File: config.mk
export PLATFORM = sky130hd
export DESIGN_NAME = field_byte_order_repacker
export DESIGN_NICKNAME = d
export VERILOG_FILES = /design/src/rtl/fbor_pkg.sv /design/src/rtl/fbor_front.sv /design/src/rtl/fbor_queue.sv /design/src/rtl/fbor_back.sv /design/src/rtl/field_byte_order_repacker.sv
export SDC_FILE = /design/constraint.sdc
export NUM_CORES = 1
export LEC_CHECK = 0
export BUFFER_PORTS_ARGS = -buffer_cell sky130_fd_sc_hd__buf_2
export CELL_PAD_IN_SITES_DETAIL_PLACEMENT = 0
export CELL_PAD_IN_SITES_GLOBAL_PLACEMENT = 1
export CORE_AREA = 2 2 187 189
export CTS_CLUSTER_DIAMETER = 120
export DETAILED_ROUTE_END_ITERATION = 6
export DIE_AREA = 0 0 189 191
export PLACE_DENSITY_LB_ADDON = 0.1
export SLEW_MARGIN = 20
export SYNTH_ARGS = -nofsm -noshare
export SYNTH_HDL_FRONTEND = slang
export SYNTH_SLANG_ARGS = --single-unit
File: constraint.sdc
create_clock -name clk -period 8.31 [get_ports clk]
set_clock_uncertainty 0.15 [all_clocks]
set_input_delay 1.662 -clock clk [delete_from_list [all_inputs] [get_ports clk]]
set_output_delay 1.662 -clock clk [all_outputs]
set_load 0.02 [all_outputs]
File: src/rtl/fbor_pkg.sv
// ----------------------------------------------------------------------------
// fbor_pkg
// Shared types, codes and helpers of the field byte-order repacker.
// ----------------------------------------------------------------------------
package fbor_pkg;

    localparam int OFFSET_BITS_DEFAULT = 16;
    localparam int CFG_DATA_W          = 16;
    localparam int CFG_INDEX_W         = 2;

    // configuration register indexes
    localparam logic [CFG_INDEX_W-1:0] REG_SOURCE_LAYOUT   = 2'd0;
    localparam logic [CFG_INDEX_W-1:0] REG_TARGET_LAYOUT   = 2'd1;
    localparam logic [CFG_INDEX_W-1:0] REG_OUTPUT_CAPACITY = 2'd2;

    // layout codes
    localparam logic [1:0] LAYOUT_BIG_2    = 2'd0;
    localparam logic [1:0] LAYOUT_LITTLE_2 = 2'd1;
    localparam logic [1:0] LAYOUT_LITTLE_4 = 2'd2;
    localparam logic [1:0] LAYOUT_BIG_4    = 2'd3;

    // input kind tags
    localparam logic [1:0] KIND_BYTE = 2'd0;
    localparam logic [1:0] KIND_HALF = 2'd1;
    localparam logic [1:0] KIND_WORD = 2'd2;

    // latched field kind
    localparam logic [1:0] FIELD_NONE = 2'd0;
    localparam logic [1:0] FIELD_BYTE = 2'd1;
    localparam logic [1:0] FIELD_HALF = 2'd2;
    localparam logic [1:0] FIELD_WORD = 2'd3;

    // result status codes
    localparam logic [1:0] STATUS_OK         = 2'd0;
    localparam logic [1:0] STATUS_OVER       = 2'd1;
    localparam logic [1:0] STATUS_INCOMPLETE = 2'd2;

    localparam int QUEUE_DEPTH = 2;
    localparam int QUEUE_PTR_W = 1;

    // one emit request handed from front to back
    typedef struct packed {
        logic        is_status;   // status-only request, no bytes
        logic        over;        // field reaches past capacity
        logic [1:0]  pad_count;   // target pad bytes before the field
        logic [2:0]  data_count;  // field bytes, 1, 2 or 4
        logic [31:0] data;        // field bytes in output order, first at [7:0]
    } fbor_job_t;

    function automatic logic is_big(input logic [1:0] layout);
        is_big = (layout == LAYOUT_BIG_2) || (layout == LAYOUT_BIG_4);
    endfunction

    function automatic logic [1:0] kind_to_field(input logic [1:0] kind);
        case (kind)
            KIND_HALF: kind_to_field = FIELD_HALF;
            KIND_WORD: kind_to_field = FIELD_WORD;
            default:   kind_to_field = FIELD_BYTE;
        endcase
    endfunction

    function automatic logic [2:0] field_size(input logic [1:0] field);
        case (field)
            FIELD_WORD: field_size = 3'd4;
            FIELD_HALF: field_size = 3'd2;
            default:    field_size = 3'd1;
        endcase
    endfunction

    function automatic logic [1:0] align_pad(input logic [1:0] layout,
                                             input logic [1:0] field,
                                             input logic [1:0] off);
        case (field)
            FIELD_HALF: align_pad = {1'b0, off[0]};
            FIELD_WORD:
            begin
                if (layout == LAYOUT_LITTLE_4 || layout == LAYOUT_BIG_4)
                    align_pad = 2'd0 - off;
                else
                    align_pad = {1'b0, off[0]};
            end
            default:    align_pad = 2'd0;
        endcase
    endfunction

endpackage

File: src/rtl/fbor_front.sv
// ----------------------------------------------------------------------------
// fbor_front
// Takes one source byte per cycle unless queue_full, drops source pads,
// gathers fields; issues a request per full field or unfinished buffer end.
// ----------------------------------------------------------------------------
module fbor_front #(
    parameter int OFFSET_BITS = fbor_pkg::OFFSET_BITS_DEFAULT
) (
    input  logic                   clk,
    input  logic                   rst_n,
    input  logic                   in_valid,
    output logic                   in_ready,
    input  logic [7:0]             in_byte,
    input  logic [1:0]             kind,
    input  logic                   first_of_buffer,
    input  logic                   end_of_buffer,
    input  logic [1:0]             source_layout,
    input  logic [1:0]             target_layout,
    input  logic [15:0]            output_capacity,
    input  logic                   queue_full,
    output logic                   push,
    output fbor_pkg::fbor_job_t    job,
    output logic [OFFSET_BITS-1:0] job_position
);

    localparam int END_W = OFFSET_BITS + 1;
    localparam int CMP_W = (END_W > 16) ? END_W : 16;
    localparam logic [OFFSET_BITS-1:0] POS_MAX = {OFFSET_BITS{1'b1}};

    logic [OFFSET_BITS-1:0] source_offset_reg, source_offset_next;
    logic [OFFSET_BITS-1:0] target_offset_reg, target_offset_next;
    logic [1:0]             field_reg, field_next;
    logic [2:0]             count_reg, count_next;
    logic [1:0]             skip_reg, skip_next;
    logic [31:0]            gathered_reg, gathered_next;

    logic                   accept;
    logic [OFFSET_BITS-1:0] so_base, to_base;
    logic [1:0]             field_base, field_cur, skip_cur, tpad;
    logic [2:0]             count_cur, count_inc, size;
    logic                   open_now, done, still_open, status_req;
    logic [END_W-1:0]       end_pos;
    logic [31:0]            gathered_ins;

    function automatic logic [31:0] reorder(input logic [31:0] gb,
                                            input logic [2:0]  sz,
                                            input logic        same);
        logic [31:0] r;
        r = gb;
        if (!same)
        begin
            if (sz == 3'd4)
                r = {gb[7:0], gb[15:8], gb[23:16], gb[31:24]};
            else if (sz == 3'd2)
                r = {gb[31:16], gb[7:0], gb[15:8]};
        end
        reorder = r;
    endfunction

    assign in_ready = !queue_full;
    assign accept   = in_valid && in_ready;

    always_comb
    begin
        so_base    = first_of_buffer ? '0 : source_offset_reg;
        to_base    = first_of_buffer ? '0 : target_offset_reg;
        field_base = first_of_buffer ? fbor_pkg::FIELD_NONE : field_reg;
        open_now   = (field_base == fbor_pkg::FIELD_NONE);
        field_cur  = open_now ? fbor_pkg::kind_to_field(kind) : field_base;
        count_cur  = (open_now || first_of_buffer) ? 3'd0 : count_reg;
        skip_cur   = open_now ? fbor_pkg::align_pad(source_layout, field_cur, so_base[1:0])
                              : (first_of_buffer ? 2'd0 : skip_reg);
        size       = fbor_pkg::field_size(field_cur);
        count_inc  = count_cur + 3'd1;

        gathered_ins = gathered_reg;
        gathered_ins[8*count_cur[1:0] +: 8] = in_byte;

        tpad    = fbor_pkg::align_pad(target_layout, field_cur, to_base[1:0]);
        end_pos = END_W'(to_base) + END_W'(tpad) + END_W'(size);

        done               = 1'b0;
        field_next         = field_cur;
        count_next         = count_cur;
        skip_next          = skip_cur;
        gathered_next      = gathered_reg;
        target_offset_next = to_base;

        if (skip_cur != 2'd0)
            skip_next = skip_cur - 2'd1;
        else
        begin
            gathered_next = gathered_ins;
            count_next    = count_inc;
            if (count_inc >= size)
            begin
                done               = 1'b1;
                field_next         = fbor_pkg::FIELD_NONE;
                count_next         = 3'd0;
                target_offset_next = end_pos[OFFSET_BITS] ? POS_MAX
                                                          : end_pos[OFFSET_BITS-1:0];
            end
        end

        still_open = !done;
        status_req = end_of_buffer && still_open;
        if (status_req)
        begin
            field_next = fbor_pkg::FIELD_NONE;
            count_next = 3'd0;
            skip_next  = 2'd0;
        end

        source_offset_next = (so_base == POS_MAX) ? POS_MAX : so_base + 1'b1;

        job.is_status  = !done;
        job.over       = CMP_W'(end_pos) > CMP_W'(output_capacity);
        job.pad_count  = tpad;
        job.data_count = size;
        job.data       = reorder(gathered_ins, size,
                                 fbor_pkg::is_big(source_layout)
                                 == fbor_pkg::is_big(target_layout));
        job_position   = to_base;
        push           = accept && (done || status_req);
    end

    always_ff @(posedge clk or negedge rst_n)
    begin
        if (!rst_n)
        begin
            source_offset_reg <= '0;
            target_offset_reg <= '0;
            field_reg         <= fbor_pkg::FIELD_NONE;
            count_reg         <= 3'd0;
            skip_reg          <= 2'd0;
        end
        else if (accept)
        begin
            source_offset_reg <= source_offset_next;
            target_offset_reg <= target_offset_next;
            field_reg         <= field_next;
            count_reg         <= count_next;
            skip_reg          <= skip_next;
        end
    end

    // gathered bytes are only read where written for the open field
    always_ff @(posedge clk)
    begin
        if (accept)
            gathered_reg <= gathered_next;
    end

endmodule

File: src/rtl/fbor_queue.sv
// ----------------------------------------------------------------------------
// fbor_queue
// Two-entry request queue between front and back.
// ----------------------------------------------------------------------------
module fbor_queue #(
    parameter int OFFSET_BITS = fbor_pkg::OFFSET_BITS_DEFAULT
) (
    input  logic                   clk,
    input  logic                   rst_n,
    input  logic                   push,
    input  fbor_pkg::fbor_job_t    push_job,
    input  logic [OFFSET_BITS-1:0] push_position,
    input  logic                   pop,
    output logic                   full,
    output logic                   not_empty,
    output fbor_pkg::fbor_job_t    head_job,
    output logic [OFFSET_BITS-1:0] head_position
);

    localparam int CNT_W = fbor_pkg::QUEUE_PTR_W + 1;

    fbor_pkg::fbor_job_t    job_mem [fbor_pkg::QUEUE_DEPTH];
    logic [OFFSET_BITS-1:0] pos_mem [fbor_pkg::QUEUE_DEPTH];

    logic [fbor_pkg::QUEUE_PTR_W-1:0] wr_ptr_reg, rd_ptr_reg;
    logic [CNT_W-1:0]                 count_reg;

    assign full          = (count_reg == CNT_W'(fbor_pkg::QUEUE_DEPTH));
    assign not_empty     = (count_reg != '0);
    assign head_job      = job_mem[rd_ptr_reg];
    assign head_position = pos_mem[rd_ptr_reg];

    always_ff @(posedge clk or negedge rst_n)
    begin
        if (!rst_n)
        begin
            wr_ptr_reg <= '0;
            rd_ptr_reg <= '0;
            count_reg  <= '0;
        end
        else
        begin
            if (push)
                wr_ptr_reg <= wr_ptr_reg + 1'b1;
            if (pop)
                rd_ptr_reg <= rd_ptr_reg + 1'b1;
            if (push && !pop)
                count_reg <= count_reg + 1'b1;
            else if (pop && !push)
                count_reg <= count_reg - 1'b1;
        end
    end

    always_ff @(posedge clk)
    begin
        if (push)
        begin
            job_mem[wr_ptr_reg] <= push_job;
            pos_mem[wr_ptr_reg] <= push_position;
        end
    end

endmodule

File: src/rtl/fbor_back.sv
// ----------------------------------------------------------------------------
// fbor_back
// Walks the head request one result per cycle while out_ready is high: target
// pad bytes, then the field bytes, or a single status-only result.
// ----------------------------------------------------------------------------
module fbor_back #(
    parameter int OFFSET_BITS = fbor_pkg::OFFSET_BITS_DEFAULT
) (
    input  logic                   clk,
    input  logic                   rst_n,
    input  logic                   head_valid,
    input  fbor_pkg::fbor_job_t    head_job,
    input  logic [OFFSET_BITS-1:0] head_position,
    output logic                   pop,
    output logic                   out_valid,
    input  logic                   out_ready,
    output logic [7:0]             out_byte,
    output logic [OFFSET_BITS-1:0] out_position,
    output logic                   is_padding,
    output logic                   byte_valid,
    output logic [1:0]             status,
    output logic                   last_of_run
);

    localparam logic [OFFSET_BITS-1:0] POS_MAX = {OFFSET_BITS{1'b1}};

    logic [2:0]             step_reg;
    logic [OFFSET_BITS-1:0] pos_reg;
    logic [2:0]             total;
    logic [1:0]             data_idx;
    logic                   in_pad, take;

    always_comb
    begin
        total    = {1'b0, head_job.pad_count} + head_job.data_count;
        in_pad   = step_reg < {1'b0, head_job.pad_count};
        data_idx = step_reg[1:0] - head_job.pad_count;

        out_valid    = head_valid;
        out_position = (step_reg == 3'd0) ? head_position : pos_reg;
        if (head_job.is_status)
        begin
            out_byte    = 8'd0;
            is_padding  = 1'b0;
            byte_valid  = 1'b0;
            status      = fbor_pkg::STATUS_INCOMPLETE;
            last_of_run = 1'b1;
        end
        else
        begin
            out_byte    = in_pad ? 8'd0 : head_job.data[8*data_idx +: 8];
            is_padding  = in_pad;
            byte_valid  = 1'b1;
            status      = head_job.over ? fbor_pkg::STATUS_OVER : fbor_pkg::STATUS_OK;
            last_of_run = (step_reg == total - 3'd1);
        end
        take = out_valid && out_ready;
        pop  = take && last_of_run;
    end

    always_ff @(posedge clk or negedge rst_n)
    begin
        if (!rst_n)
        begin
            step_reg <= 3'd0;
            pos_reg  <= '0;
        end
        else if (take)
        begin
            step_reg <= last_of_run ? 3'd0 : step_reg + 3'd1;
            pos_reg  <= (out_position == POS_MAX) ? POS_MAX : out_position + 1'b1;
        end
    end

endmodule

File: src/rtl/field_byte_order_repacker.sv
// ----------------------------------------------------------------------------
// field_byte_order_repacker
// Regathers tagged source fields and re-emits them in the target byte order.
// ----------------------------------------------------------------------------
// The front end takes one source byte per cycle while the two-entry request
// queue has room; the back end sends one result per cycle while out_ready is
// high, so a completed field yields its target pad count plus its size in
// results (1 to 7), an unfinished buffer end yields one, and skipped source
// pads yield none. The back end's single output port sets the sustained rate.
// Configuration takes effect on the next source byte and must be written
// while the block is idle.
module field_byte_order_repacker #(
    parameter int OFFSET_BITS = fbor_pkg::OFFSET_BITS_DEFAULT
) (
    input  logic                             clk,
    input  logic                             rst_n,
    input  logic                             cfg_write,
    input  logic [fbor_pkg::CFG_INDEX_W-1:0] cfg_index,
    input  logic [fbor_pkg::CFG_DATA_W-1:0]  cfg_data,
    input  logic                             in_valid,
    output logic                             in_ready,
    input  logic [7:0]                       in_byte,
    input  logic [1:0]                       kind,
    input  logic                             first_of_buffer,
    input  logic                             end_of_buffer,
    output logic                             out_valid,
    input  logic                             out_ready,
    output logic [7:0]                       out_byte,
    output logic [OFFSET_BITS-1:0]           out_position,
    output logic                             is_padding,
    output logic                             byte_valid,
    output logic [1:0]                       status,
    output logic                             last_of_run
);

    logic [1:0]  source_layout_reg;
    logic [1:0]  target_layout_reg;
    logic [15:0] output_capacity_reg;

    logic                   push, pop, queue_full, queue_not_empty;
    fbor_pkg::fbor_job_t    push_job, head_job;
    logic [OFFSET_BITS-1:0] push_position, head_position;

    always_ff @(posedge clk or negedge rst_n)
    begin
        if (!rst_n)
        begin
            source_layout_reg   <= fbor_pkg::LAYOUT_BIG_2;
            target_layout_reg   <= fbor_pkg::LAYOUT_BIG_2;
            output_capacity_reg <= 16'hFFFF;
        end
        else if (cfg_write)
        begin
            case (cfg_index)
                fbor_pkg::REG_SOURCE_LAYOUT:   source_layout_reg   <= cfg_data[1:0];
                fbor_pkg::REG_TARGET_LAYOUT:   target_layout_reg   <= cfg_data[1:0];
                fbor_pkg::REG_OUTPUT_CAPACITY: output_capacity_reg <= cfg_data[15:0];
                default: ;
            endcase
        end
    end

    fbor_front #(
        .OFFSET_BITS (OFFSET_BITS)
    ) u_front (
        .clk             (clk),
        .rst_n           (rst_n),
        .in_valid        (in_valid),
        .in_ready        (in_ready),
        .in_byte         (in_byte),
        .kind            (kind),
        .first_of_buffer (first_of_buffer),
        .end_of_buffer   (end_of_buffer),
        .source_layout   (source_layout_reg),
        .target_layout   (target_layout_reg),
        .output_capacity (output_capacity_reg),
        .queue_full      (queue_full),
        .push            (push),
        .job             (push_job),
        .job_position    (push_position)
    );

    fbor_queue #(
        .OFFSET_BITS (OFFSET_BITS)
    ) u_queue (
        .clk           (clk),
        .rst_n         (rst_n),
        .push          (push),
        .push_job      (push_job),
        .push_position (push_position),
        .pop           (pop),
        .full          (queue_full),
        .not_empty     (queue_not_empty),
        .head_job      (head_job),
        .head_position (head_position)
    );

    fbor_back #(
        .OFFSET_BITS (OFFSET_BITS)
    ) u_back (
        .clk           (clk),
        .rst_n         (rst_n),
        .head_valid    (queue_not_empty),
        .head_job      (head_job),
        .head_position (head_position),
        .pop           (pop),
        .out_valid     (out_valid),
        .out_ready     (out_ready),
        .out_byte      (out_byte),
        .out_position  (out_position),
        .is_padding    (is_padding),
        .byte_valid    (byte_valid),
        .status        (status),
        .last_of_run   (last_of_run)
    );

endmodule
Word-level counts from Yosys, hierarchy flattened. Memory sizes are Yosys's and may differ from the RTL's. Cells that the tools add are included.

Register bits: 114. Bits in writable memories: 110. Latch bits: 0. Word-level logic and storage cells: 131. Memory bits (read-only): 0. Bits of input ports: 35. Memories: 2.

Memories: u_queue.job_mem (words 2, width 39, rd ports 1, clocked after Yosys merged registers in 0, write ports 1, line fbor_queue.sv:22) `fbor_pkg::fbor_job_t job_mem [fbor_pkg::QUEUE_DEPTH];`; u_queue.pos_mem (words 2, width 16, rd ports 1, clocked after Yosys merged registers in 0, write ports 1, line fbor_queue.sv:23) `logic [OFFSET_BITS-1:0] pos_mem [fbor_pkg::QUEUE_DEPTH];`.

Div/mod/pow operators: 0. Bitwise logic cells: 1. Order comparisons: 3. Add/subtract/negate cells: 17. Multipliers: 0. Shifts and indexed selects: 3. Reductions and logical operators: 29. Eq/ne operators: 17. Muxes and demuxes: 45.

Operators with widths (count): $mux 16 (9); $mux 32 (2); $neg 5->34 (1); $shift 8x34->32 const A (1); $shiftx 8x34->32 (1); $add 16x1->16 const B (2); $bwmux 32 (1); $eq 16x16->1 const B (2); $shiftx 32x6->8 (1); $mux 2 (14); $eq 2x2->1 const B (9); $add 16x2->17 (1); $add 17x3->17 (1); $gt 17x16->1 (1); $mux 8 (2); $mux 3 (5); $pmux 2 s2 (3); $logic_not 2->1 (4); $mux 1 (8); $reduce_and 2->1 (4); $logic_and 1x1->1 (7); $add 3x1->3 const B (2); $logic_or 1x1->1 (6); $pmux 3 s2 (1); 18 further kinds (27).

Depth between registers and ports, before layout.
Word-level depth: 16. Gate-level depth with buffers: 20. Depth with buffers taken out: 19.

Cells and area by module. Synthesis repeated with hierarchy kept, for this count alone.

Cells, all modules: 1051. Area, all modules: 12403.1 um^2.

Modules (own cells, without submodules): fbor_front (sequential area each 1936.9 um^2, times used 1, area an instance 5416.4 um^2, cells an instance 619); fbor_queue (sequential area each 3403.3 um^2, times used 1, area an instance 4322.9 um^2, cells an instance 187); fbor_back (sequential area each 475.5 um^2, times used 1, area an instance 1834.3 um^2, cells an instance 201); field_byte_order_repacker (sequential area each 520.5 um^2, times used 1, area an instance 829.5 um^2, cells an instance 44).

Worst setup path before layout. Ideal clock, no wire load.

Path kind: input to register. Start: input kind[1]. End: memory u_queue.job_mem[0][0] in the netlist's numbering (enable). Cell stages on the path: 13. Arrival time: 7150 ps. Required time: 7624 ps. Library setup time: 536 ps. Slack: 475 ps. Path through: inv_1 -> ha_1 -> o21bai_1 -> buf_1 -> clkbuf_1 -> nor2_1 -> inv_1 -> ha_1 -> a21o_1 -> a21oi_1 -> nor2_1 -> nor2_1 -> nor3_1.

RTL lines: from (decl) (line field_byte_order_repacker.sv:23) `input logic [1:0] kind,`; to (decl) (line fbor_queue.sv:22).

==> results_dict.tcl <==
set metrics [dict create \
    status "finished, final reports clean" \
    fin_crit_sh_pct 77.0 \
    yosysWarnings 0 \
    synthFlopType "edfxtp_1" \
    grt_pass1_wl_um 45700 \
    grt_max_degree 67 \
    vias_per_cell 4.90 \
    slowest_delay_ns 0.82 \
    fmax_mhz 156 \
    pwr_density_cell_nw_per_um2 368 \
    cts_max_level 1 \
    cts_hold_buf 0 \
    synth_fp_nets 1135 \
    initialDrtViolationCount 405 \
    multi_input_area_um2 4900 \
    final_common_cell "edfxtp_1" \
    drt_pass1_iterations 4 \
    io_buffers 65 \
    clock_power_share_pct 24.1 \
    core_area_um2 34100 \
    cts_root_buf "clkbuf_16" \
    maxCapViolCount 0 \
    drive_above_1_share_pct 19.0 \
    cp_data_required_time_ns 8.40 \
    syn_to_final_growth_pct 14.6 \
    grt_usage_pct 16.2 \
    whs_path_depth 2 \
    cts_made_buffers 27 \
    min_path_type "reg -> reg" \
    final_cell_mix "142 x edfxtp_1, 127 x nand2_1, 81 x o21ai_0, 80 x inv_1, 78 x nor2_1" \
    drtAntennaViolNets 0 \
    p_sw_uw 1890 \
    clock_path_buffers 3 \
    diodes 0 \
    async_reset_ff_share_pct 36.6 \
    ioPinCount 66 \
    post_cts_resized 0 \
    fin_setup_tns_ns 0 \
    yosysUniqueCellTypes 74 \
    relSlewSlack_pct 31.5 \
    whs_ns 0.315 \
    hold_violations 0 \
    synthCells 1054 \
    die_x_um 189 \
    arrival_ns 6.49 \
    via_count 7820 \
    peakVddDrop_mv 0.203 \
    synth_area_um2 11700 \
    gp_congestion 0.781 \
    grt_pass1_vias 7817 \
    start_util_pct 34.4 \
    routedWlPerCell_um 17.9 \
    fin_crit_ns 6.40 \
    post-cts-setup-buffer-count 0 \
    path_class "in -> reg" \
    p_sw_share_pct 38.3 \
    rows 68 \
    worst_slew_pin_slew_ns 1.02 \
    hpwl_um 19900 \
    crit_path_start_kind "primary input" \
    clk_latency_ns 0.53 \
    drc 0 \
    regArea_um2 6340 \
    die-area_um2 36100 \
    wl_um 28600 \
    p_int_uw 3050 \
    cts_tree "yes" \
    cp_max_fo 49 \
    rsz0062_at_grt "false" \
    end_kind "flop" \
    clk_pin_slew_ns 0.05 \
    slew_violations 0 \
    finalSetupViolations 0 \
    antenna_found_initial 0 \
    fill_cells 3388 \
    pwr-share-comb_pct 40.2 \
    crit_chain "buf_2, buf_4, nor2b_1, nor2_1, nor2_1, fa_1, ha_1, a21o_1, a21oi_1, nor4_1, nand3_1, xnor2_1, ha_1, a21o_1, a211oi_1, nand2_1, a21oi_1, o21ai_0" \
    syn_avg_cell_area_um2 11.1 \
    cts_sinks 224 \
    seqPwrFrac_pct 35.7 \
    dieHeight_um 191 \
    largest_register_ffs 78 \
    grt_overflow_total 0 \
    power_leakage_uw 0.00557 \
    synth-seq-area-share_pct 54.0 \
    synth-seq-cells 224 \
    crit_slowest_cell "nor4_1" \
    r2r_cells 17 \
    r2r_setup_slack_ns 3.00 \
    final_nets 1202 \
    synth_edf_count 142 \
]
-- layout make-up --
cell class,instances,share of cell area (%)
Tap cell,455,4.24
Inverter,81,2.26
Sequential cell,224,47.2
Clock buffer,28,5.06
Timing Repair Buffer,78,3.26
Multi-Input combinational cell,709,36.5
Clock inverter,21,1.56
-- cell families (layout without fill, tap and decap cells) --
group | Yosys count | count (layout) | synth area share (%)
xor gates and xnor gates | 35 | 35 | 2.61
and+or+nand+nor | 323 | 323 | 13.7
muxes | 82 | 82 | 9.10
AOI/OAI and AO/OA | 223 | 223 | 11.2
adders and majority gates | 46 | 46 | 5.04
DFF | 224 | 224 | 54.0
buffers and inverters | 121 | 208 | 4.33
-- power groups by stage --
stage / clock network, uW / registers (uW) / logic (uW)
floorplan: 0 / 1740 / 1470
global placement: 0 / 1780 / 2020
detailed placement: 0 / 1790 / 2010
CTS: 1230 / 1770 / 2030
global route: 1280 / 1810 / 2220
finish: 1190 / 1760 / 1990
-- per-stage QoR --
step / area (um^2) / setup WS (ns) / utilization [%] / total power [uW] / instances
2_1_floorplan: 11700 / 0.475 / - / 3210 / 1054
3_3_place_gp: 12500 / 1.46 / 36.8 / 3800 / 1547
3_5_place_dp: 12500 / 1.31 / 36.8 / 3800 / 1547
4_1_cts: 13400 / 1.85 / 39.4 / 5020 / 1596
5_1_grt: 13400 / 1.34 / 39.4 / 5300 / 1596
6_report: 13400 / 1.91 / 39.4 / 4940 / 1596
-- per-layer routing --
layer  up-vias  GRT usage [%]  routed length, um
met5         -              0                  0
met4         0           3.28                396
met3        22           1.96                975
met2       126           22.7              11500
met1      3773           26.3              15700
li1       3899              -                  -
-- critical path, delay by kind of cell --
kind,cells,cell delay [ns]
and+or+nand+nor,6,1.99
adders and majority gates,3,1.07
AOI/OAI and AO/OA,6,0.94
buffers and inverters,2,0.58
xor gates and xnor gates,1,0.24
-- worst paths after layout --
kind,end,startpoint
worst min register to register,u_back.pos_reg[2],u_back.pos_reg[2]
worst min-delay path,u_back.pos_reg[2],u_back.pos_reg[2]
min in group asynchronous,u_back.pos_reg[1],rst_n
worst max register to register,u_queue.job_mem[0][37],u_front.field_reg[0]
max in group asynchronous,u_front.target_offset_reg[3],rst_n
worst max-delay path,u_queue.job_mem[0][37],first_of_buffer
-- synth_stat cells (all sizes together) (19+ instances only) --
cell	count	area, um^2
buf	19	125
ha	44	551
o21ai	98	494
a21oi	73	388
edfxtp	142	4260
nand2	129	494
clkbuf	21	78.8
mux2	37	417
nor2	80	308
inv	81	304
mux2i	29	290
nor2b	32	205
dfrtp	66	1650
xnor2	20	175
Power figures use the tool's default switching activity.
